<file path="config.mk">
export PLATFORM = sky130hd
export DESIGN_NAME = keypad_time_set_entry_core
export DESIGN_NICKNAME = d
export VERILOG_FILES = /design/src/ktse_pkg.sv /design/src/keypad_time_set_entry_core.sv /design/src/ktse_step.sv
export VERILOG_INCLUDE_DIRS = /design/src /design/src/src
export SDC_FILE = /design/constraint.sdc
export NUM_CORES = 1
export LEC_CHECK = 0
export BUFFER_PORTS_ARGS = -buffer_cell sky130_fd_sc_hd__buf_4
export CAP_MARGIN = 20
export CORE_ASPECT_RATIO = 1.1
export CORE_MARGIN = 1
export CORE_UTILIZATION = 38
export CTS_CLUSTER_DIAMETER = 80
export DETAILED_ROUTE_END_ITERATION = 10
export SLEW_MARGIN = 20
export SYNTH_ARGS = -nofsm -noshare
export SYNTH_HDL_FRONTEND = slang
export SYNTH_HIERARCHICAL = 1
export SYNTH_SLANG_ARGS = --single-unit
</file>
<file path="constraint.sdc">
create_clock -name clk -period 5.1 [get_ports clk]
set_input_delay 0.255 -clock clk [delete_from_list [all_inputs] [get_ports clk]]
set_output_delay 0.255 -clock clk [all_outputs]
set_load 0.01 [all_outputs]
</file>
<file path="src/keypad_time_set_entry_core_defines.svh">
// ----------------------------------------------------------------------------
// Keypad time set entry: assertion macros
// Shared assertion forms, clocked on clk and disabled while rst_n is low.
// ----------------------------------------------------------------------------
`ifndef KEYPAD_TIME_SET_ENTRY_CORE_DEFINES_SVH
`define KEYPAD_TIME_SET_ENTRY_CORE_DEFINES_SVH

// same-cycle implication
`define KTSE_ASSERT_IMPL(lbl, ante, cons) \
  lbl: assert property (@(posedge clk) disable iff (!rst_n) (ante) |-> (cons)) \
    else $error("ktse assertion failed");

// next-cycle implication
`define KTSE_ASSERT_NEXT(lbl, ante, cons) \
  lbl: assert property (@(posedge clk) disable iff (!rst_n) (ante) |=> (cons)) \
    else $error("ktse assertion failed");

`endif

</file>
<file path="src/ktse_pkg.sv">
// ----------------------------------------------------------------------------
// Keypad time set entry: package
// Key codes, digit positions, transaction and state types, digit helpers.
// ----------------------------------------------------------------------------
package ktse_pkg;

  localparam logic [7:0] KEY_ENTER  = 8'h23;
  localparam logic [7:0] KEY_ACCEPT = 8'h11;
  localparam logic [7:0] KEY_BACK   = 8'h12;
  localparam logic [7:0] KEY_CANCEL = 8'h13;
  localparam logic [7:0] KEY_ZERO   = 8'd48;

  localparam logic [7:0] DIGIT_MAX  = 8'd9;
  localparam logic [3:0] HT_MAX     = 4'd2;
  localparam logic [3:0] TENS_MAX   = 4'd5;
  localparam logic [5:0] HOUR_MAX   = 6'd23;
  localparam logic [5:0] MS_MAX     = 6'd59;

  // digit positions within hh:mm:ss
  localparam logic [2:0] POS_HT = 3'd0;
  localparam logic [2:0] POS_HO = 3'd1;
  localparam logic [2:0] POS_MT = 3'd2;
  localparam logic [2:0] POS_MO = 3'd3;
  localparam logic [2:0] POS_ST = 3'd4;
  localparam logic [2:0] POS_SO = 3'd5;

  // cursor columns that hold the ':' separators
  localparam logic [2:0] COL_SEP_HM = 3'd2;
  localparam logic [2:0] COL_SEP_MS = 3'd5;

  typedef enum logic [1:0] {
    ST_DISPLAY = 2'b01,
    ST_SET     = 2'b10
  } mode_t;

  typedef struct packed {
    logic [7:0] key_code;
    logic [4:0] now_hours;
    logic [5:0] now_minutes;
    logic [5:0] now_seconds;
  } in_item_t;

  typedef struct packed {
    logic       set_mode;
    logic [2:0] digit_position;
    logic [2:0] cursor_column;
    logic       cursor_on;
    logic [4:0] edit_hours;
    logic [5:0] edit_minutes;
    logic [5:0] edit_seconds;
    logic       commit_time;
    logic       digit_rejected;
  } out_item_t;

  typedef struct packed {
    mode_t      mode;
    logic [2:0] pos;
    logic [2:0] col;
    logic [4:0] hours;
    logic [5:0] minutes;
    logic [5:0] seconds;
  } edit_state_t;

  localparam edit_state_t STATE_RESET = '{
    mode:    ST_SET,
    pos:     POS_HT,
    col:     3'd0,
    hours:   5'd0,
    minutes: 6'd0,
    seconds: 6'd0
  };

  // tens digit of a 6-bit value (0..63)
  function automatic logic [2:0] tens6(input logic [5:0] v);
    logic [2:0] t;
    if (v >= 6'd60) begin
      t = 3'd6;
    end else if (v >= 6'd50) begin
      t = 3'd5;
    end else if (v >= 6'd40) begin
      t = 3'd4;
    end else if (v >= 6'd30) begin
      t = 3'd3;
    end else if (v >= 6'd20) begin
      t = 3'd2;
    end else if (v >= 6'd10) begin
      t = 3'd1;
    end else begin
      t = 3'd0;
    end
    return t;
  endfunction

  // tens digit times ten
  function automatic logic [5:0] tens_base(input logic [2:0] t);
    return 6'(t) * 6'd10;
  endfunction

endpackage

</file>
<file path="src/keypad_time_set_entry_core.sv">
// ----------------------------------------------------------------------------
// Keypad time set entry core
// Keypad-driven hh:mm:ss setting controller, one key per transaction.
// ----------------------------------------------------------------------------
// A user sends one key code per input transaction along with the running
// clock's time; each one yields exactly one result transaction carrying the
// mode, digit position, cursor column and blink, the time being edited, and
// the commit and reject flags. '#' in display mode loads the running time
// (clamped to 23:59:59) and starts editing at hour tens; digit keys are
// range-checked per position, back steps one digit left, accept commits and
// cancel abandons. After reset the block is already in set mode at 00:00:00.
// Throughput is one transaction per clock while in_stall is low; a result
// appears once its key has passed the input register, then the result
// register. The edit state is updated in the same cycle a key moves into the
// result register, so the only serial dependence is that state register
// loop. in_stall rises only when both stages are full and out_stall is high.
// ----------------------------------------------------------------------------
`include "keypad_time_set_entry_core_defines.svh"

module keypad_time_set_entry_core (
  input  logic                 clk,
  input  logic                 rst_n,
  input  logic                 in_valid,
  output logic                 in_stall,
  input  ktse_pkg::in_item_t   in_item,
  output logic                 out_valid,
  input  logic                 out_stall,
  output ktse_pkg::out_item_t  out_item
);
  import ktse_pkg::*;

  // input stage
  logic        s1_valid_r;
  in_item_t    s1_item_r;

  // result stage
  logic        out_valid_r;
  out_item_t   out_item_r;

  // edit state
  edit_state_t st_r;
  edit_state_t st_nxt;
  out_item_t   res;

  logic        adv;    // input stage moves into the result register
  logic        in_acc;

  // result register is free when empty or being drained this cycle
  assign adv      = s1_valid_r && (!out_valid_r || !out_stall);
  assign in_stall = s1_valid_r && out_valid_r && out_stall;
  assign in_acc   = in_valid && !in_stall;

  ktse_step u_step (
    .cur  (st_r),
    .item (s1_item_r),
    .nxt  (st_nxt),
    .res  (res)
  );

  always_ff @(posedge clk) begin
    if (!rst_n) begin
      s1_valid_r  <= 1'b0;
      out_valid_r <= 1'b0;
      st_r        <= STATE_RESET;
    end else begin
      if (!in_stall) begin
        s1_valid_r <= in_valid;
      end
      if (adv) begin
        out_valid_r <= 1'b1;
        st_r        <= st_nxt;
      end else if (!out_stall) begin
        out_valid_r <= 1'b0;
      end
    end
  end

  // payload: no reset
  always_ff @(posedge clk) begin
    if (in_acc) begin
      s1_item_r <= in_item;
    end
    if (adv) begin
      out_item_r <= res;
    end
  end

  assign out_valid = out_valid_r;
  assign out_item  = out_item_r;

  // state and reported mode agree after each update
  `KTSE_ASSERT_NEXT(a_mode_tracks, adv, (st_r.mode == ST_SET) == out_item_r.set_mode)
  // a commit always leaves set mode
  `KTSE_ASSERT_IMPL(a_commit_exits, out_valid_r && out_item_r.commit_time, !out_item_r.set_mode)
  // a rejected digit happens only in set mode and stops the blink
  `KTSE_ASSERT_IMPL(a_reject_form, out_valid_r && out_item_r.digit_rejected, out_item_r.set_mode && !out_item_r.cursor_on)
  // position never runs past second ones
  `KTSE_ASSERT_IMPL(a_pos_range, 1'b1, st_r.pos <= POS_SO)
  // cursor never lands on a separator column
  `KTSE_ASSERT_IMPL(a_col_no_sep, 1'b1, st_r.col != COL_SEP_HM && st_r.col != COL_SEP_MS)

endmodule

</file>
<file path="src/ktse_step.sv">
// ----------------------------------------------------------------------------
// Keypad time set entry: key step
// Next edit state and result transaction for one key.
// ----------------------------------------------------------------------------
module ktse_step (
  input  ktse_pkg::edit_state_t cur,
  input  ktse_pkg::in_item_t    item,
  output ktse_pkg::edit_state_t nxt,
  output ktse_pkg::out_item_t   res
);
  import ktse_pkg::*;

  logic [7:0] dgt;
  logic [3:0] d4;
  logic       is_digit;

  logic [2:0] h_tens, m_tens, s_tens;
  logic [5:0] h_rem, m_rem, s_rem;
  logic [5:0] h_cand;
  logic [2:0] back_pos;

  logic cursor_on, commit, rejected;

  assign dgt      = item.key_code - KEY_ZERO;
  assign d4       = dgt[3:0];
  assign is_digit = (dgt <= DIGIT_MAX);

  assign h_tens = tens6({1'b0, cur.hours});
  assign m_tens = tens6(cur.minutes);
  assign s_tens = tens6(cur.seconds);
  assign h_rem  = {1'b0, cur.hours} - tens_base(h_tens);
  assign m_rem  = cur.minutes - tens_base(m_tens);
  assign s_rem  = cur.seconds - tens_base(s_tens);
  assign h_cand = tens_base(h_tens) + 6'(d4);

  assign back_pos = cur.pos - 3'd1;

  always_comb begin
    nxt       = cur;
    cursor_on = 1'b0;
    commit    = 1'b0;
    rejected  = 1'b0;
    case (cur.mode)
      ST_DISPLAY: begin
        if (item.key_code == KEY_ENTER) begin
          nxt.mode    = ST_SET;
          nxt.hours   = ({1'b0, item.now_hours} > HOUR_MAX) ? HOUR_MAX[4:0]
                                                            : item.now_hours;
          nxt.minutes = (item.now_minutes > MS_MAX) ? MS_MAX : item.now_minutes;
          nxt.seconds = (item.now_seconds > MS_MAX) ? MS_MAX : item.now_seconds;
          nxt.pos     = POS_HT;
          nxt.col     = 3'd0;
          cursor_on   = 1'b1;
        end
      end
      ST_SET: begin
        if (is_digit) begin
          cursor_on = 1'b1;
          case (cur.pos)
            POS_HT: begin
              if (d4 > HT_MAX) begin
                rejected  = 1'b1;
                cursor_on = 1'b0;
              end else begin
                nxt.hours = h_rem[4:0] + 5'(d4) * 5'd10;
                nxt.pos   = POS_HO;
                nxt.col   = cur.col + 3'd1;
              end
            end
            POS_HO: begin
              if (h_cand > HOUR_MAX) begin
                rejected  = 1'b1;
                cursor_on = 1'b0;
              end else begin
                nxt.hours = h_cand[4:0];
                nxt.pos   = POS_MT;
                nxt.col   = cur.col + 3'd2;
              end
            end
            POS_MT: begin
              if (d4 > TENS_MAX) begin
                rejected  = 1'b1;
                cursor_on = 1'b0;
              end else begin
                nxt.minutes = m_rem + 6'(d4) * 6'd10;
                nxt.pos     = POS_MO;
                nxt.col     = cur.col + 3'd1;
              end
            end
            POS_MO: begin
              nxt.minutes = tens_base(m_tens) + 6'(d4);
              nxt.pos     = POS_ST;
              nxt.col     = cur.col + 3'd2;
            end
            POS_ST: begin
              if (d4 > TENS_MAX) begin
                rejected  = 1'b1;
                cursor_on = 1'b0;
              end else begin
                nxt.seconds = s_rem + 6'(d4) * 6'd10;
                nxt.pos     = POS_SO;
                nxt.col     = cur.col + 3'd1;
              end
            end
            POS_SO: begin
              // last digit: position and cursor stay put
              nxt.seconds = tens_base(s_tens) + 6'(d4);
            end
            default: begin
              // unreachable position codes accept the digit, change nothing
            end
          endcase
        end else if (item.key_code == KEY_BACK && cur.pos != POS_HT) begin
          nxt.pos   = back_pos;
          nxt.col   = back_pos[0] ? (cur.col - 3'd2) : (cur.col - 3'd1);
          cursor_on = 1'b1;
        end else if (item.key_code == KEY_ACCEPT || item.key_code == KEY_CANCEL) begin
          nxt.mode = ST_DISPLAY;
          commit   = (item.key_code == KEY_ACCEPT);
        end else begin
          cursor_on = 1'b1;
        end
      end
      default: begin
        nxt = cur;
      end
    endcase
  end

  always_comb begin
    res.set_mode       = (nxt.mode == ST_SET);
    res.digit_position = nxt.pos;
    res.cursor_column  = nxt.col;
    res.cursor_on      = cursor_on;
    res.edit_hours     = nxt.hours;
    res.edit_minutes   = nxt.minutes;
    res.edit_seconds   = nxt.seconds;
    res.commit_time    = commit;
    res.digit_rejected = rejected;
  end

endmodule
</file>
### Word-level counts from Yosys, hierarchy flattened

Index checks and enable logic that the tools add are counted.

* register bits after elaboration: 79
* bits of input ports: 29
* output and inout port bits: 29
* word-level logic and storage cells: 151

* $add $sub $neg: 15
* multiply operators: 5
* $lt $le $gt $ge: 25
* equality and inequality tests: 13
* mux-type cells: 55
* bitwise gates (word level): 2
* reductions and logical operators: 15

Operators by type and width (count)
* 25-bit case mux with 2 select lines: 1
* 3-bit two-way mux: 16
* 6-bit two-way mux: 8
* 6-bit greater-or-equal comparator (second input constant): 6
* 6-bit case mux with 5 select lines: 1
* 25-bit two-way mux: 1
* 8-bit by 5-bit equality test with 1-bit output (second input constant): 3
* 6-bit by 5-bit greater-or-equal comparator with 1-bit output (second input constant): 4
* 6-bit case mux with 2 select lines: 2
* 11-bit two-way mux: 2
* 6-bit by 4-bit adder with 6-bit output: 3
* 5-bit by 6-bit greater-or-equal comparator with 1-bit output (second input constant): 3
* 17-bit two-way mux: 1
* 3-bit by 3-bit multiplier with 5-bit output (second input constant): 3
* 1-bit two-way mux: 15
* 6-bit adder: 2
* 6-bit by 4-bit greater-or-equal comparator with 1-bit output (second input constant): 2
* 6-bit > comparator (second input constant): 2
* 6-bit subtractor: 2
* 5-bit greater-or-equal comparator (second input constant): 2
* 5-bit case mux with 2 select lines: 1
* 8-bit by 6-bit equality test with 1-bit output (second input constant): 1
* 8-bit by 4-bit less-or-equal comparator with 1-bit output (second input constant): 1
* 8-bit by 6-bit subtractor with 8-bit output (second input constant): 1
* 32 further kinds: 47

### Depth between registers and ports, before layout

Gate-level depths: netlist of run 1.

* word-level depth: 15
* depth in mapped cells: 16
* gate-level depth less buffers: 16

### Modules after synthesis

The synthesis of run 1 kept the hierarchy.

By module, submodules not included
* ktse_step: times used 1, cells an instance 496, area an instance 3498.4 um2
* keypad_time_set_entry_core: times used 1, cells an instance 169, area an instance 2670.1 um2

### Least setup slack after synthesis of run 1

Ideal clock, no wire load.

* path type: register to register
* start point: register st_r[8] in the netlist's numbering
* end point: register out_item_r (netlist bit out_item[12]) (data pin)
* setup time: 0.127 ns
* arrival time: 3.394 ns
* required time: 4.973 ns
* slack: 1.579 ns
* stages on the path, launching flop included: 16
* period minus slack after synthesis: 3.521 ns
* path through: dfxtp_1 > clkbuf_1 > mux2i_1 > a221oi_1 > a31o_2 > ha_1 > ha_1 > fa_1 > inv_1 > ha_1 > nand2_1 > or3_1 > a31oi_1 > a21oi_1 > o31ai_1 > buf_4

RTL lines
* start, declared: line keypad_time_set_entry_core.sv:41 `edit_state_t st_r;`
* start signal, assigned: line keypad_time_set_entry_core.sv:71 `st_r <= st_nxt;`
* end signal, assigned: line keypad_time_set_entry_core.sv:84 `out_item_r <= res;`
* end, declared: line keypad_time_set_entry_core.sv:38 `out_item_t out_item_r;`

==> impl_summary.md, run 1 <==
Setup path
The register-to-register setup slack is 1330 ps. Data arrives at the worst endpoint at 4040 ps. By instance count, the cell type seen most on the critical path is sky130_fd_sc_hd__ha_1. The worst setup path is captured at a flip-flop. Among all stages on the critical path, the largest delay is contributed by sky130_fd_sc_hd__dfxtp_1. The logic depth of the worst register-to-register path is 15. The endpoint required time on the critical path is 5370 ps. The largest stage delay on the critical path is 570 ps. The source of the worst register-to-register timing path is st_r[8]. Along the worst path, the maximum fanout reaches 10. The startpoint class of the critical path is a flip-flop. The critical path is of the flip-flop to flip-flop type. The combined buffer and inverter count along the critical path is 1.

Traced cell by cell, the critical path runs through mux2i_1, a221oi_1, a31o_2, ha_1, ha_1, fa_1, inv_1, ha_1, nand2_1, or3_1, a31oi_1, a21oi_1, o31ai_1, nand2_1, mux2i_1. The endpoint of the most critical register-to-register path is st_r[10]. The top cell family by delay on the critical path is adder cells.

Drt
The number of violations reported at the end of detailed-routing iteration 0 is 368. The wire length per cell after detailed routing is 18.1 um. The met2 wire length is 7680 um. After detailed routing, the total wire length is 15900 um. Summed over all nets, wire length on met3 after detailed routing comes to 832 um. The highest layer used for signal routing is met4. The first-pass detailed-route iteration total is 5. The vias per cell is 5.54.

The count of nets left with antenna violations after detail routing is 0. The routed layout has 4880 vias. After detailed routing, the number of remaining DRC violations is 0.

After detailed routing, the wire length on met1 is 7050 um.

STA
The number of endpoints with negative hold slack in the final report is 0. The total negative slack is 0 ps. At the pin with the least slew margin, the transition time is 934 ps. The setup violation total in the final timing report is 0. The worst max-slew margin expressed relative to the limit is 37.8%. Setup repair after global routing left no endpoint under its margin. Across the routed clock network, the largest skew measured is 7.98 ps. The fmax is 265 MHz.

The number of slew-limit violations in the final report is 0. The share of the clock period used by the worst path after layout is 73.9%. The worst path needs 3770 ps of the cycle, external delays included.

Cells and area
The design area is 6800 um2. The fraction of layout cells with a size suffix above 1 is 14.7%. The final layout contains 754 nets.

The count of antenna diodes in the layout is 0. The post-synthesis to final-layout area growth is 10.2%.

Yosys
The share of synthesized registers carrying an async set or reset is 0%. Yosys attributes the largest share of cell area to sky130_fd_sc_hd__edfxtp_1, sky130_fd_sc_hd__dfxtp_1, sky130_fd_sc_hd__ha_1. The area fraction of the dominant cell type after synthesis is 25.3%. The mean instance size in the synthesized netlist is 9.28 um2. In this run, synthesis produced a sequential element count of 79. The simple-gate portion of the synthesized area is 16.7%. The mapped netlist covers 6170 um2. The mux share of post-synthesis cell area is 5.23%.

Summing the sequential cell areas from Yosys gives 34.1% of the chip area. For this run, the leading register cell type out of synthesis is sky130_fd_sc_hd__edfxtp_1. The number of nets in the synthesized netlist is 743.

Synthesis produced 665 cells. Summing the areas of all fa, ha and maj instances in the mapped netlist gives 12.2% of the synthesized area. The count of flip-flops with a built-in enable after synthesis is 52. The total of warnings raised by yosys is 6. The cell accounting for the most synthesized area is sky130_fd_sc_hd__edfxtp_1. After synthesis, the netlist uses 79 different library cells.

The synthesized netlist devotes 18.8% of its cell area to compound gates. By area, the combinational part of the netlist is dominated by compound AO/OA/AOI/OAI gates. The synthesized netlist devotes 3.91% of its cell area to XOR and XNOR gates.

CTS
After clock tree synthesis, the clock-pin slew on the worst setup and hold paths is 60 ps. The number of buffers added to fix hold violations after cts is 0. Counting along the longest clock path gives a buffer depth of 2. In this run the post-CTS setup repair buffer count came out at 0. The number of CTS-inserted buffers is 9. The post-CTS resize count is 0.

The number of sinks handled by clock tree synthesis is 79. TritonCTS built the clock tree. The depth of the CTS H-tree is 3. The CTS root buffer is sky130_fd_sc_hd__clkbuf_16. The source-to-sink clock delay at the later pin of the worst-skew pair is 340 ps.

Power
In this run the static leakage power is 2.61 nW. The total power draw is 1.61 mW. VDD sags by at most 0.000147 V.

The power per cell area is 237 nW/um2.

Min path
The critical hold path startpoint is in_item[10]. The path type of the worst min-delay path is input port to flip-flop. The terminating pin of the worst hold path is s1_item_r[10]. The cell depth of the worst hold path is 1.

Global route
The maximum number of pins on one net before global-route repair is 53. The number of global-route vias before repair is 4853. The first-pass GRT wire length is 25000 um. Global routing used 19.6% of the available tracks across all layers. The sum of overflow across all layers after global routing is 0. The number of antenna violations at the first check in global routing is 0.

Floorplan
The die covers 16700 um2. In this run the count of I/O pins placed on the die edge is 58. The die is 136 um tall. Once the floorplan was initialized, standard cells occupied 39.1% of the core. The area of the core is 15800 um2. The floorplan has 48 rows. The overall die width is 123 um.

Place
Port buffering added 57 buffers. Routability-driven placement finished with a final weighted congestion of 0.908. The cell area after placement is 6480 um2. The placed wire-length estimate after detailed placement is 12100 um.

Run status
The flow ran to the end, and the final reports show no timing, DRC or antenna violations.

Flow run
The total of max-cap violations is 0.
## cell families (layout without fill, tap and decap cells)
logic type | count (synthesis) | count (layout)
adder cells (fa/ha/maj) | 50 | 50
AND/OR/NAND/NOR | 208 | 208
buffers and inverters | 101 | 117
flip-flops | 79 | 79
multiplexers | 32 | 32
XOR/XNOR | 26 | 26
AO/OA/AOI/OAI | 169 | 169
## where the power goes
group	switching, mW	total [mW]	internal, mW	leakage [nW]
logic	0.110	0.205	0.0945	1.74
registers	0.0170	0.721	0.704	0.717
clock network	0.260	0.687	0.427	0.153
total	0.387	1.61	1.23	2.61
## worst register-to-register path, cell delays in order (launching register included)
cell and delay (ps):
sky130_fd_sc_hd__dfxtp_1 570, sky130_fd_sc_hd__mux2i_1 240, sky130_fd_sc_hd__a221oi_1 100, sky130_fd_sc_hd__a31o_2 270, sky130_fd_sc_hd__ha_1 190, sky130_fd_sc_hd__ha_1 340
sky130_fd_sc_hd__fa_1 520, sky130_fd_sc_hd__inv_1 40, sky130_fd_sc_hd__ha_1 300, sky130_fd_sc_hd__nand2_1 50, sky130_fd_sc_hd__or3_1 320, sky130_fd_sc_hd__a31oi_1 170
sky130_fd_sc_hd__a21oi_1 60, sky130_fd_sc_hd__o31ai_1 310, sky130_fd_sc_hd__nand2_1 90, sky130_fd_sc_hd__mux2i_1 140
## final cells by class
| type | instances | area [um2] |
|---|---|---|
| Fill cell | 1577 | 9000 |
| Clock buffer | 10 | 229 |
| Multi-Input combinational cell | 485 | 3520 |
| Timing Repair Buffer | 60 | 450 |
| Sequential cell | 79 | 2100 |
| Inverter | 41 | 166 |
| Clock inverter | 6 | 83.8 |
| Tap cell | 200 | 250 |
## metrics by stage
stage          setup WS [ps]  hold slack, ps  cells  utilization [%]
2_1_floorplan           1580             354    665                -
4_1_cts                 1340            80.1    881             43.0
3_5_place_dp            1350             434    865             41.1
5_1_grt                 1080            78.8    881             43.0
3_3_place_gp            1490             435    865             41.1
6_report                1330            87.3    881             43.0
## worst max-delay path by stage
stage,startpoint,to,slack [ps],cells past startpoint
floorplan,st_r[8],out_item[12],1580,15
global placement,st_r[8],st_r[10],1490,15
detailed placement,st_r[8],st_r[10],1350,15
CTS,st_r[8],st_r[10],1340,15
global route,st_r[9],st_r[10],1080,16
finish,st_r[8],st_r[10],1330,15
## layer usage
layer / vias up / global-route usage, %
met1: 2344 / 25.1
met2: 141 / 32.6
li1: 2367 / -
met5: - / 0
met3: 28 / 3.70
met4: 0 / 7.10
## synthesized netlist by cell type (9+ instances only)
| master | n |
|---|---|
| sky130_fd_sc_hd__a21o_1 | 16 |
| sky130_fd_sc_hd__a22oi_1 | 13 |
| sky130_fd_sc_hd__o21ai_0 | 35 |
| sky130_fd_sc_hd__mux2i_1 | 30 |
| sky130_fd_sc_hd__xnor2_1 | 19 |
| sky130_fd_sc_hd__nand3_1 | 12 |
| sky130_fd_sc_hd__edfxtp_1 | 52 |
| sky130_fd_sc_hd__fa_1 | 17 |
| sky130_fd_sc_hd__buf_4 | 28 |
| sky130_fd_sc_hd__nor2_1 | 38 |
| sky130_fd_sc_hd__clkbuf_1 | 20 |
| sky130_fd_sc_hd__dfxtp_1 | 27 |
| sky130_fd_sc_hd__a21oi_1 | 41 |
| sky130_fd_sc_hd__inv_1 | 40 |
| sky130_fd_sc_hd__nand2_1 | 85 |
| sky130_fd_sc_hd__ha_1 | 32 |
| sky130_fd_sc_hd__nor3_1 | 10 |
| sky130_fd_sc_hd__nand2b_1 | 9 |
| sky130_fd_sc_hd__nor2b_1 | 14 |
## flip-flops by register name, indices dropped and copies added (netlist names)
name,cells
out_item,27
out_valid,1
s1_item_r,25
s1_valid_r,1
st_r,25
## cells in the final DEF (no fill, tap or decap), drive strengths merged, types with 12 or more instances in the layout
cell type / count
nand2: 86
ha: 32
nand3: 12
inv: 41
a22oi: 13
o21ai: 38
nor2b: 14
nor2: 38
xnor2: 19
fa: 17
dfxtp: 27
edfxtp: 52
a21oi: 42
buf: 60
a21o: 18
mux2i: 30
Power figures use the tool's default switching activity.
==> run 2, diff against run 1 <==
--- a/config.mk
+++ b/config.mk
@@ -6,6 +6,7 @@
 export SDC_FILE = /design/constraint.sdc
 export NUM_CORES = 1
 export LEC_CHECK = 0
+export ABC_AREA = 1
 export BUFFER_PORTS_ARGS = -buffer_cell sky130_fd_sc_hd__buf_4
 export CAP_MARGIN = 20
 export CORE_ASPECT_RATIO = 1.1
==> constraint.sdc (replaced) <==
create_clock -name clk -period 3.37 [get_ports clk]
set_input_delay 0.1685 -clock clk [delete_from_list [all_inputs] [get_ports clk]]
set_output_delay 0.1685 -clock clk [all_outputs]
set_load 0.01 [all_outputs]
==> impl_summary.md, run 2 <==
STA
The number of slew-limit violations in the final report is 0 (unchanged). The number of endpoints with negative hold slack in the final report came to 0 (unchanged). The total negative slack came to 0 ps (unchanged). The share of the clock period used by the worst path after layout was 97.8% (+24 points). Setup repair after global routing could not meet its margin everywhere.

The worst hold slack after final layout is 23.3 ps (-64.0 ps). The largest clock skew in the final design came to 8.76 ps (+0.781 ps). The fmax is 304 MHz (+14%).

The setup violation total in the final timing report is 0 (unchanged). The final critical delay including setup and external delays is 3290 ps (-472 ps). The worst max-slew margin expressed relative to the limit is 34.5% (-3.3 points). The transition time of the tightest slew-check pin came to 976 ps (+42.8 ps).

Power
The clock share of power was 32.9% (-9.7 points). The power per cell area is 459 nW/um2 (+93%). The peak ir drop on the vdd network is 0.000262 V (+79%).

The design internal power was 2.48 mW (+100%). The share of total power consumed by net switching is 32.6% (+8.6 points). The combinational group share of total power is 35.5% (+23 points). The leakage power of the design is 3.57 nW (+36%). The total net switching power is 1.20 mW (+210%).

The relative contribution of sequential cells to total power is 31.6% (-13 points).

Floorplan
The overall die width came to 124 um (+0.81%). The I/O pin count was 58 (unchanged). The chip height is 137 um (+0.81%). The starting density of the core came to 39.4% (+0.35 points). The number of standard-cell rows in the floorplan was 48 (unchanged). The area of the core is 15900 um2 (+0.76%). The full die area is 17000 um2 (+1.6%).

CTS
TritonCTS built the clock tree. The maximum clock insertion buffer count is 2 (unchanged). The root buffer cell chosen for the clock tree is sky130_fd_sc_hd__clkbuf_16. The source-to-sink clock delay at the later pin of the worst-skew pair came to 350 ps (about the same).

The depth of the CTS H-tree is 3 (unchanged). The number of CTS-inserted buffers is 9 (unchanged). The clock transition at the registers of the reported paths was 60 ps (about the same). The number of sinks handled by clock tree synthesis was 79 (unchanged).

Place
The number of instances in the placed design is 1080 (+25%). The count of buffers from port buffering came to 57 (unchanged). The placed wire-length estimate after detailed placement is 12700 um (+5.5%).

The placer's final routability congestion estimate is 0.919 (+1.2%).

Yosys
The number of different library cells in the post-synthesis netlist came to 49 (-38%). The post-synthesis sequential area ratio is 33.5% (-0.56 points). The count of flip-flops with a built-in enable after synthesis is 52 (unchanged). The prevailing post-synth register cell is sky130_fd_sc_hd__edfxtp_1. The mean instance size in the synthesized netlist is 7.69 um2 (-17%).

The most common cell in the synthesized netlist is sky130_fd_sc_hd__nand2_1. By count the netlist is led by sky130_fd_sc_hd__nand2_1, sky130_fd_sc_hd__inv_1, sky130_fd_sc_hd__a21oi_1. The synthesized netlist net count came to 894 (+20%). The cell count after synthesis was 816 (+23%). The area fraction of the dominant cell type after synthesis is 24.9% (-0.41 points).

The total of warnings raised by yosys was 6 (unchanged). The post-synthesis register bit count is 79 (unchanged). Of all cell types, the one taking the most synthesized area is sky130_fd_sc_hd__edfxtp_1.

The synthesized cell area came to 6270 um2 (+1.7%). The share of synthesized registers carrying an async set or reset was 0% (unchanged). Yosys attributes the largest share of cell area to sky130_fd_sc_hd__edfxtp_1, sky130_fd_sc_hd__nand2_1, sky130_fd_sc_hd__dfxtp_1.

Global route
The number of antenna violations at the first check in global routing is 0 (unchanged). The met3 demand-to-capacity share in global routing came to 3.44% (-0.26 points). The global routing stage identified its most utilized layer as met2. The maximum number of pins on one net before global-route repair is 52 (-1.9%).

The sum of overflow across all layers after global routing was 0 (unchanged). The first-pass GRT wire length came to 27400 um (+9.6%). The met1 track demand over resource was 26.7% (+1.6 points). The met2 layer usage reported by global route was 34.5% (+1.9 points). The number of global-route vias before repair came to 5273 (+8.7%). The overall routing resource usage is 20.8% (+1.2 points).

Min path
The terminating pin of the worst hold path is s1_item_r[0]. The critical hold path startpoint is in_item[0]. The path type of the worst min-delay path is input port to flip-flop.

The cell depth of the worst hold path is 1 (unchanged).

Drt
The number of vias after detailed routing is 5822 (+19%). The vias per cell is 5.17 (-6.7%). The number of remaining DRC errors is 0 (unchanged). The first-pass detailed-route iteration total came to 5 (unchanged).

The count of nets left with antenna violations after detail routing is 0 (unchanged). The number of violations reported at the end of detailed-routing iteration 0 is 419 (+14%). The total wirelength of the detailed-routed design is 17800 um (+12%). The wire length per cell after detailed routing is 15.8 um (-13%).

Cells and area
The fill cell instance count of the final layout is 1532 (-2.9%). The storage element area was 2130 um2 (+1.2%). The flip-flop count of the largest register after layout is 27 (unchanged). The count of antenna diodes in the layout is 0 (unchanged). The multi-input combinational cell area came to 3590 um2 (+2.2%). Leaving out fill and tap cells, the most frequent cell in the layout is sky130_fd_sc_hd__nand2_1. The net total in the final layout came to 1000 (+33%). The final instance count without filler cells came to 1127 (+28%). Leaving out fill and tap cells, the most frequent cells in the layout are sky130_fd_sc_hd__nand2_1, sky130_fd_sc_hd__buf_4, sky130_fd_sc_hd__inv_1. The fraction of layout cells with a size suffix above 1 is 27.2% (+13 points). The post-synthesis to final-layout area growth is 28.1%.

Setup path
The data arrival time at the worst-slack endpoint is 3570 ps (-470 ps). The startpoint class of the critical path is a flip-flop. The largest fanout on the critical path is 5 (-5).

The source of the worst register-to-register timing path is st_r[10]. The critical path is of the flip-flop to flip-flop type. The endpoint required time on the critical path is 3650 ps (-1720 ps). The register-to-register setup slack is 80 ps (-1260 ps). The logic depth of the worst register-to-register path was 17 (+2). In this run the critical register-to-register path is captured at st_r[9]. The sort of element at the end of the critical path is a flip-flop.

Flow run
The total of max-cap violations is 0 (unchanged).

Run status
The flow ran to the end, and the final reports show no timing, DRC or antenna violations.
==> run 2: worst max-delay path: stages (launching register included) <==
cell and delay (ps):
sky130_fd_sc_hd__dfxtp_1 370, sky130_fd_sc_hd__o21ai_1 220, sky130_fd_sc_hd__inv_1 120, sky130_fd_sc_hd__o21ai_0 190
sky130_fd_sc_hd__buf_4 160, sky130_fd_sc_hd__inv_1 60, sky130_fd_sc_hd__fa_1 520, sky130_fd_sc_hd__fa_2 450
sky130_fd_sc_hd__buf_4 150, sky130_fd_sc_hd__xor2_1 160, sky130_fd_sc_hd__o21ai_0 100, sky130_fd_sc_hd__nand3_1 80
sky130_fd_sc_hd__o211ai_1 100, sky130_fd_sc_hd__a22oi_2 270, sky130_fd_sc_hd__inv_1 70, sky130_fd_sc_hd__nand3_1 80
sky130_fd_sc_hd__nand2_1 60, sky130_fd_sc_hd__nor2_1 80
==> run 2: worst max-delay path by stage <==
stage              from      endpoint  slack [ps]  depth (start not counted)
3_5_place_dp    st_r[9]      st_r[11]        -180                         26
4_1_cts         st_r[9]      st_r[11]          20                         25
6_report       st_r[10]       st_r[9]          80                         17
3_3_place_gp    st_r[9]      st_r[11]         -40                         26
2_1_floorplan   st_r[9]  out_item[13]          40                         24
5_1_grt         st_r[9]      st_r[11]        -190                         26
==> run 2: power by group through the flow <==
stage                     registers [mW]  clock network (mW)  logic, mW
final                               1.16                1.21       1.31
after detailed placement            1.18                   0       1.06
after CTS                           1.16                1.24       1.11
after global routing                1.17                1.27       1.44
after global placement              1.18                   0       1.04
after floorplan                     1.19                   0      0.735
==> run 2: layout make-up <==
type	instances	area share [%]
timing repair buffer	146	14.4
multi-input combinational	547	44.8
tap	200	3.12
clock inverter	7	1.78
clock buffer	9	2.80
inverter	139	6.62
sequential	79	26.5
==> run 2: per-stage QoR <==
| stage | utilization [%] | setup WS, ps | total power, mW | cell area [um2] |
|---|---|---|---|---|
| floorplan | - | 40.9 | 1.92 | 6270 |
| global placement | 44.0 | -43.6 | 2.22 | 7010 |
| detailed placement | 44.0 | -180 | 2.24 | 7010 |
| CTS | 48.2 | 17.8 | 3.51 | 7670 |
| global route | 50.5 | -186 | 3.89 | 8030 |
| finish | 50.5 | 75.1 | 3.69 | 8030 |
==> run 2: logic make-up after synthesis <==
kind of cell / count (synthesis) / share of synthesized area (%)
adders and majority gates: 49 / 11.8
AOI/OAI and AO/OA: 171 / 16.3
and+or+nand+nor: 315 / 22.4
xor gates and xnor gates: 12 / 1.68
DFF: 79 / 33.5
buffers and inverters: 190 / 14.3
==> run 2: timing repair <==
item,CTS,global route
hold buffers,23,1
resized for setup,12,89
pin swaps,5,28
hold endpoints to repair,23,1
buffers inserted,0,7
endpoints found under the setup margin,6,31
==> run 2: metal layers <==
layer  vias to the layer above  part of all wire, %  routed length (um)
met5                         -                    0                   0
met3                        47                  5.6                1000
met1                      2684                   44                7870
met2                       200                   47                8320
met4                         0                  3.5                 626
li1                       2891                    -                   -
==> run 3, diff against run 2 <==
--- a/config.mk
+++ b/config.mk
@@ -8,12 +8,12 @@
 export LEC_CHECK = 0
 export ABC_AREA = 1
 export BUFFER_PORTS_ARGS = -buffer_cell sky130_fd_sc_hd__buf_4
-export CAP_MARGIN = 20
 export CORE_ASPECT_RATIO = 1.1
 export CORE_MARGIN = 1
 export CORE_UTILIZATION = 38
 export CTS_CLUSTER_DIAMETER = 80
 export DETAILED_ROUTE_END_ITERATION = 10
+export GPL_TIMING_DRIVEN = 0
 export SLEW_MARGIN = 20
 export SYNTH_ARGS = -nofsm -noshare
 export SYNTH_HDL_FRONTEND = slang
==> impl_summary.md, run 3 (synthesized netlist as in run 2, its figures left out) <==
Global route
The number of antenna violations at the first check in global routing is 0 (unchanged). The sum of overflow across all layers after global routing came to 0 (unchanged). The overall routing resource usage came to 22.2% (+1.4 points).

The first-pass GRT wire length came to 28800 um (+5.0%). The maximum number of pins on one net before global-route repair is 28 (-46%). The number of global-route vias before repair is 5290 (+0.32%).

Floorplan
The number of standard-cell rows in the floorplan is 48 (unchanged). The area of the core is 15900 um2 (unchanged). The chip height is 137 um (unchanged). The full die area is 17000 um2 (unchanged). The starting density of the core came to 39.4% (unchanged). The overall die width is 124 um (unchanged).

The I/O pin count came to 58 (unchanged).

CTS
The number of sinks handled by clock tree synthesis came to 79 (unchanged). The CTS root buffer is sky130_fd_sc_hd__clkbuf_16. The TritonCTS clock tree is yes.

The clock transition at the registers of the reported paths is 60 ps (about the same). The source-to-sink clock delay at the later pin of the worst-skew pair is 360 ps (about the same). The number of CTS-inserted buffers is 9 (unchanged). The maximum clock insertion buffer count is 2 (unchanged). The depth of the CTS H-tree is 3 (unchanged).

Power
The power per cell area is 433 nW/um2 (-5.7%). The clock share of power is 28.6% (-4.3 points). The peak ir drop on the vdd network came to 0.000263 V (+0.30%).

The design internal power is 2.29 mW (-7.8%). The relative contribution of sequential cells to total power is 33.1% (+1.5 points). The share of total power consumed by net switching was 35.5% (+2.9 points).

The leakage power of the design came to 3.64 nW (+1.9%). The total net switching power came to 1.26 mW (+4.7%). The combinational group share of total power came to 38.3% (+2.8 points). The total power draw is 3.55 mW (-3.7%).

Run status
The flow ran to the end, but the final reports show violations. The checks that failed: negative setup slack.

Setup path
The source of the worst register-to-register timing path is st_r[9]. The data arrival time at the worst-slack endpoint is 3690 ps (+120 ps). The setup path with the least slack is of type flip-flop to flip-flop.

The register-to-register setup slack is -30 ps (-100 ps). The endpoint of the most critical register-to-register path is st_r[11]. The worst setup path is launched from a flip-flop. The combined buffer and inverter count along the critical path is 4 (-1). The cell with the largest stage delay on the worst path is sky130_fd_sc_hd__fa_1. The largest stage delay on the critical path was 520 ps (about the same).

The endpoint required time on the critical path is 3660 ps (about the same). The worst setup path is captured at a flip-flop. The cell that appears most often on the critical path is sky130_fd_sc_hd__nand2_1.

Among cell families on the critical path, the largest total delay comes from adder cells. The largest fanout on the critical path is 7 (+2). The logic depth of the worst register-to-register path is 25 (+8).

Place
The placer's final routability congestion estimate was 0.945 (+2.9%). The placed wire-length estimate after detailed placement is 13400 um (+5.0%). The number of instances in the placed design was 1072 (-0.74%). The cell area after placement is 6940 um2 (-0.98%). The count of buffers from port buffering was 56 (-1.8%).

Cells and area
The post-synthesis to final-layout area growth is 30.7%. The storage element area came to 2140 um2 (+0.65%). The core utilization of the finished layout is 51.5% (+1.0 points). The multi-input combinational cell area is 3670 um2 (+2.2%).

The final instance count without filler cells came to 1144 (+1.5%). The count of antenna diodes in the layout is 0 (unchanged). The net total in the final layout is 1017 (+1.7%). The fraction of layout cells with a size suffix above 1 is 29.9% (+2.7 points). The most frequent standard cell in the layout excluding fill and tap cells is sky130_fd_sc_hd__nand2_1.

The library cells used most frequently in the layout, excluding fill and tap cells, are sky130_fd_sc_hd__nand2_1, sky130_fd_sc_hd__buf_4, sky130_fd_sc_hd__inv_1. The design area is 8200 um2 (+2.0%). The fill cell instance count of the final layout was 1481 (-3.3%). The flip-flop count of the largest register after layout is 27 (unchanged).

STA
The total negative slack is -32.5 ps (-32.5 ps). Setup repair after global routing could not meet its margin everywhere. The transition time of the tightest slew-check pin is 1020 ps (+44.5 ps). The largest clock skew in the final design is 10.7 ps (+1.96 ps). The setup violation total in the final timing report is 2 (+2).

The worst setup slack after layout came to -28.1 ps (-103 ps). The fmax is 294 MHz (-3.0%). The final critical delay including setup and external delays is 3400 ps (+103 ps). The share of the clock period used by the worst path after layout is 101% (+3.1 points).

The worst max-slew margin expressed relative to the limit is 31.9% (-2.6 points). The number of slew-limit violations in the final report is 0 (unchanged). The number of endpoints with negative hold slack in the final report is 0 (unchanged).

Drt
The vias per cell was 5.18 (+0.34%). The total wirelength of the detailed-routed design came to 19000 um (+6.8%). The number of vias after detailed routing came to 5930 (+1.9%). The first-pass detailed-route iteration total is 7 (+2). The count of nets left with antenna violations after detail routing is 0 (unchanged). The number of remaining DRC errors is 0 (unchanged). The number of violations reported at the end of detailed-routing iteration 0 is 519 (+24%). The wire length per cell after detailed routing is 16.6 um (+5.2%).

Min path
In this run the worst hold path is classified as input port to flip-flop. The cell depth of the worst hold path is 1 (unchanged). The worst hold path begins at in_item[0]. For hold timing, the worst endpoint is s1_item_r[0].

Flow run
The total of max-cap violations is 0 (unchanged).
[run 3: changes by cell type in the layout (fill, tap and decap cells not counted), moves of 4 or more]
cell | before | now
sky130_fd_sc_hd__buf_2 | 0 | 8
sky130_fd_sc_hd__nand2_1 | 145 | 141
sky130_fd_sc_hd__a21oi_2 | 13 | 8
sky130_fd_sc_hd__dfxtp_4 | 5 | 9
sky130_fd_sc_hd__buf_6 | 1 | 9
[run 3: worst max path at each step]
stage / startpoint / to / slack, ps / cells past startpoint
5_1_grt: st_r[4] / st_r[3] / -180 / 20
3_5_place_dp: st_r[9] / st_r[11] / -600 / 26
3_3_place_gp: st_r[9] / st_r[11] / -570 / 26
6_report: st_r[9] / st_r[11] / -30 / 25
4_1_cts: st_r[9] / st_r[11] / -40 / 25
2_1_floorplan: st_r[9] / out_item[13] / 40 / 24
[run 3: routing by layer]
| layer | part of all wire [%] | GRT usage [%] |
|---|---|---|
| met1 | 44 | 29.4 |
| met2 | 46 | 35.3 |
| met3 | 6.3 | 2.85 |
| met4 | 4.0 | 12.0 |
| met5 | 0 | 0 |
[run 3: timing repair]
action | in CTS | in global routing
resized for setup | 47 | 87
buffers inserted | 16 | 19
hold buffers | 24 | 0
endpoints found under the setup margin | 17 | 32
pin swaps | 15 | 35
hold endpoints to repair | 24 | 0
[run 3: cell type report]
class	instances	area share, %
inverter	139	6.58
clock buffer	9	2.75
sequential	79	26.1
buffer	48	4.41
multi-input combinational	547	44.8
tap	200	3.05
timing repair buffer	115	11.4
clock inverter	7	0.885
[run 3: per-stage QoR]
stage               hold WS, ps  worst slack [ps]
finish                     16.5             -28.1
global route               4.91              -177
CTS                        4.17             -40.3
detailed placement          348              -600
global placement            347              -571
floorplan                   267              40.9
[run 3: power groups by stage]
stage / clock network (mW) / registers, mW / logic (mW)
after CTS: 1.03 / 1.17 / 1.12
after detailed placement: 0 / 1.19 / 1.02
final: 1.01 / 1.18 / 1.36
after global placement: 0 / 1.19 / 1.01
after floorplan: 0 / 1.19 / 0.735
after global routing: 1.07 / 1.18 / 1.49
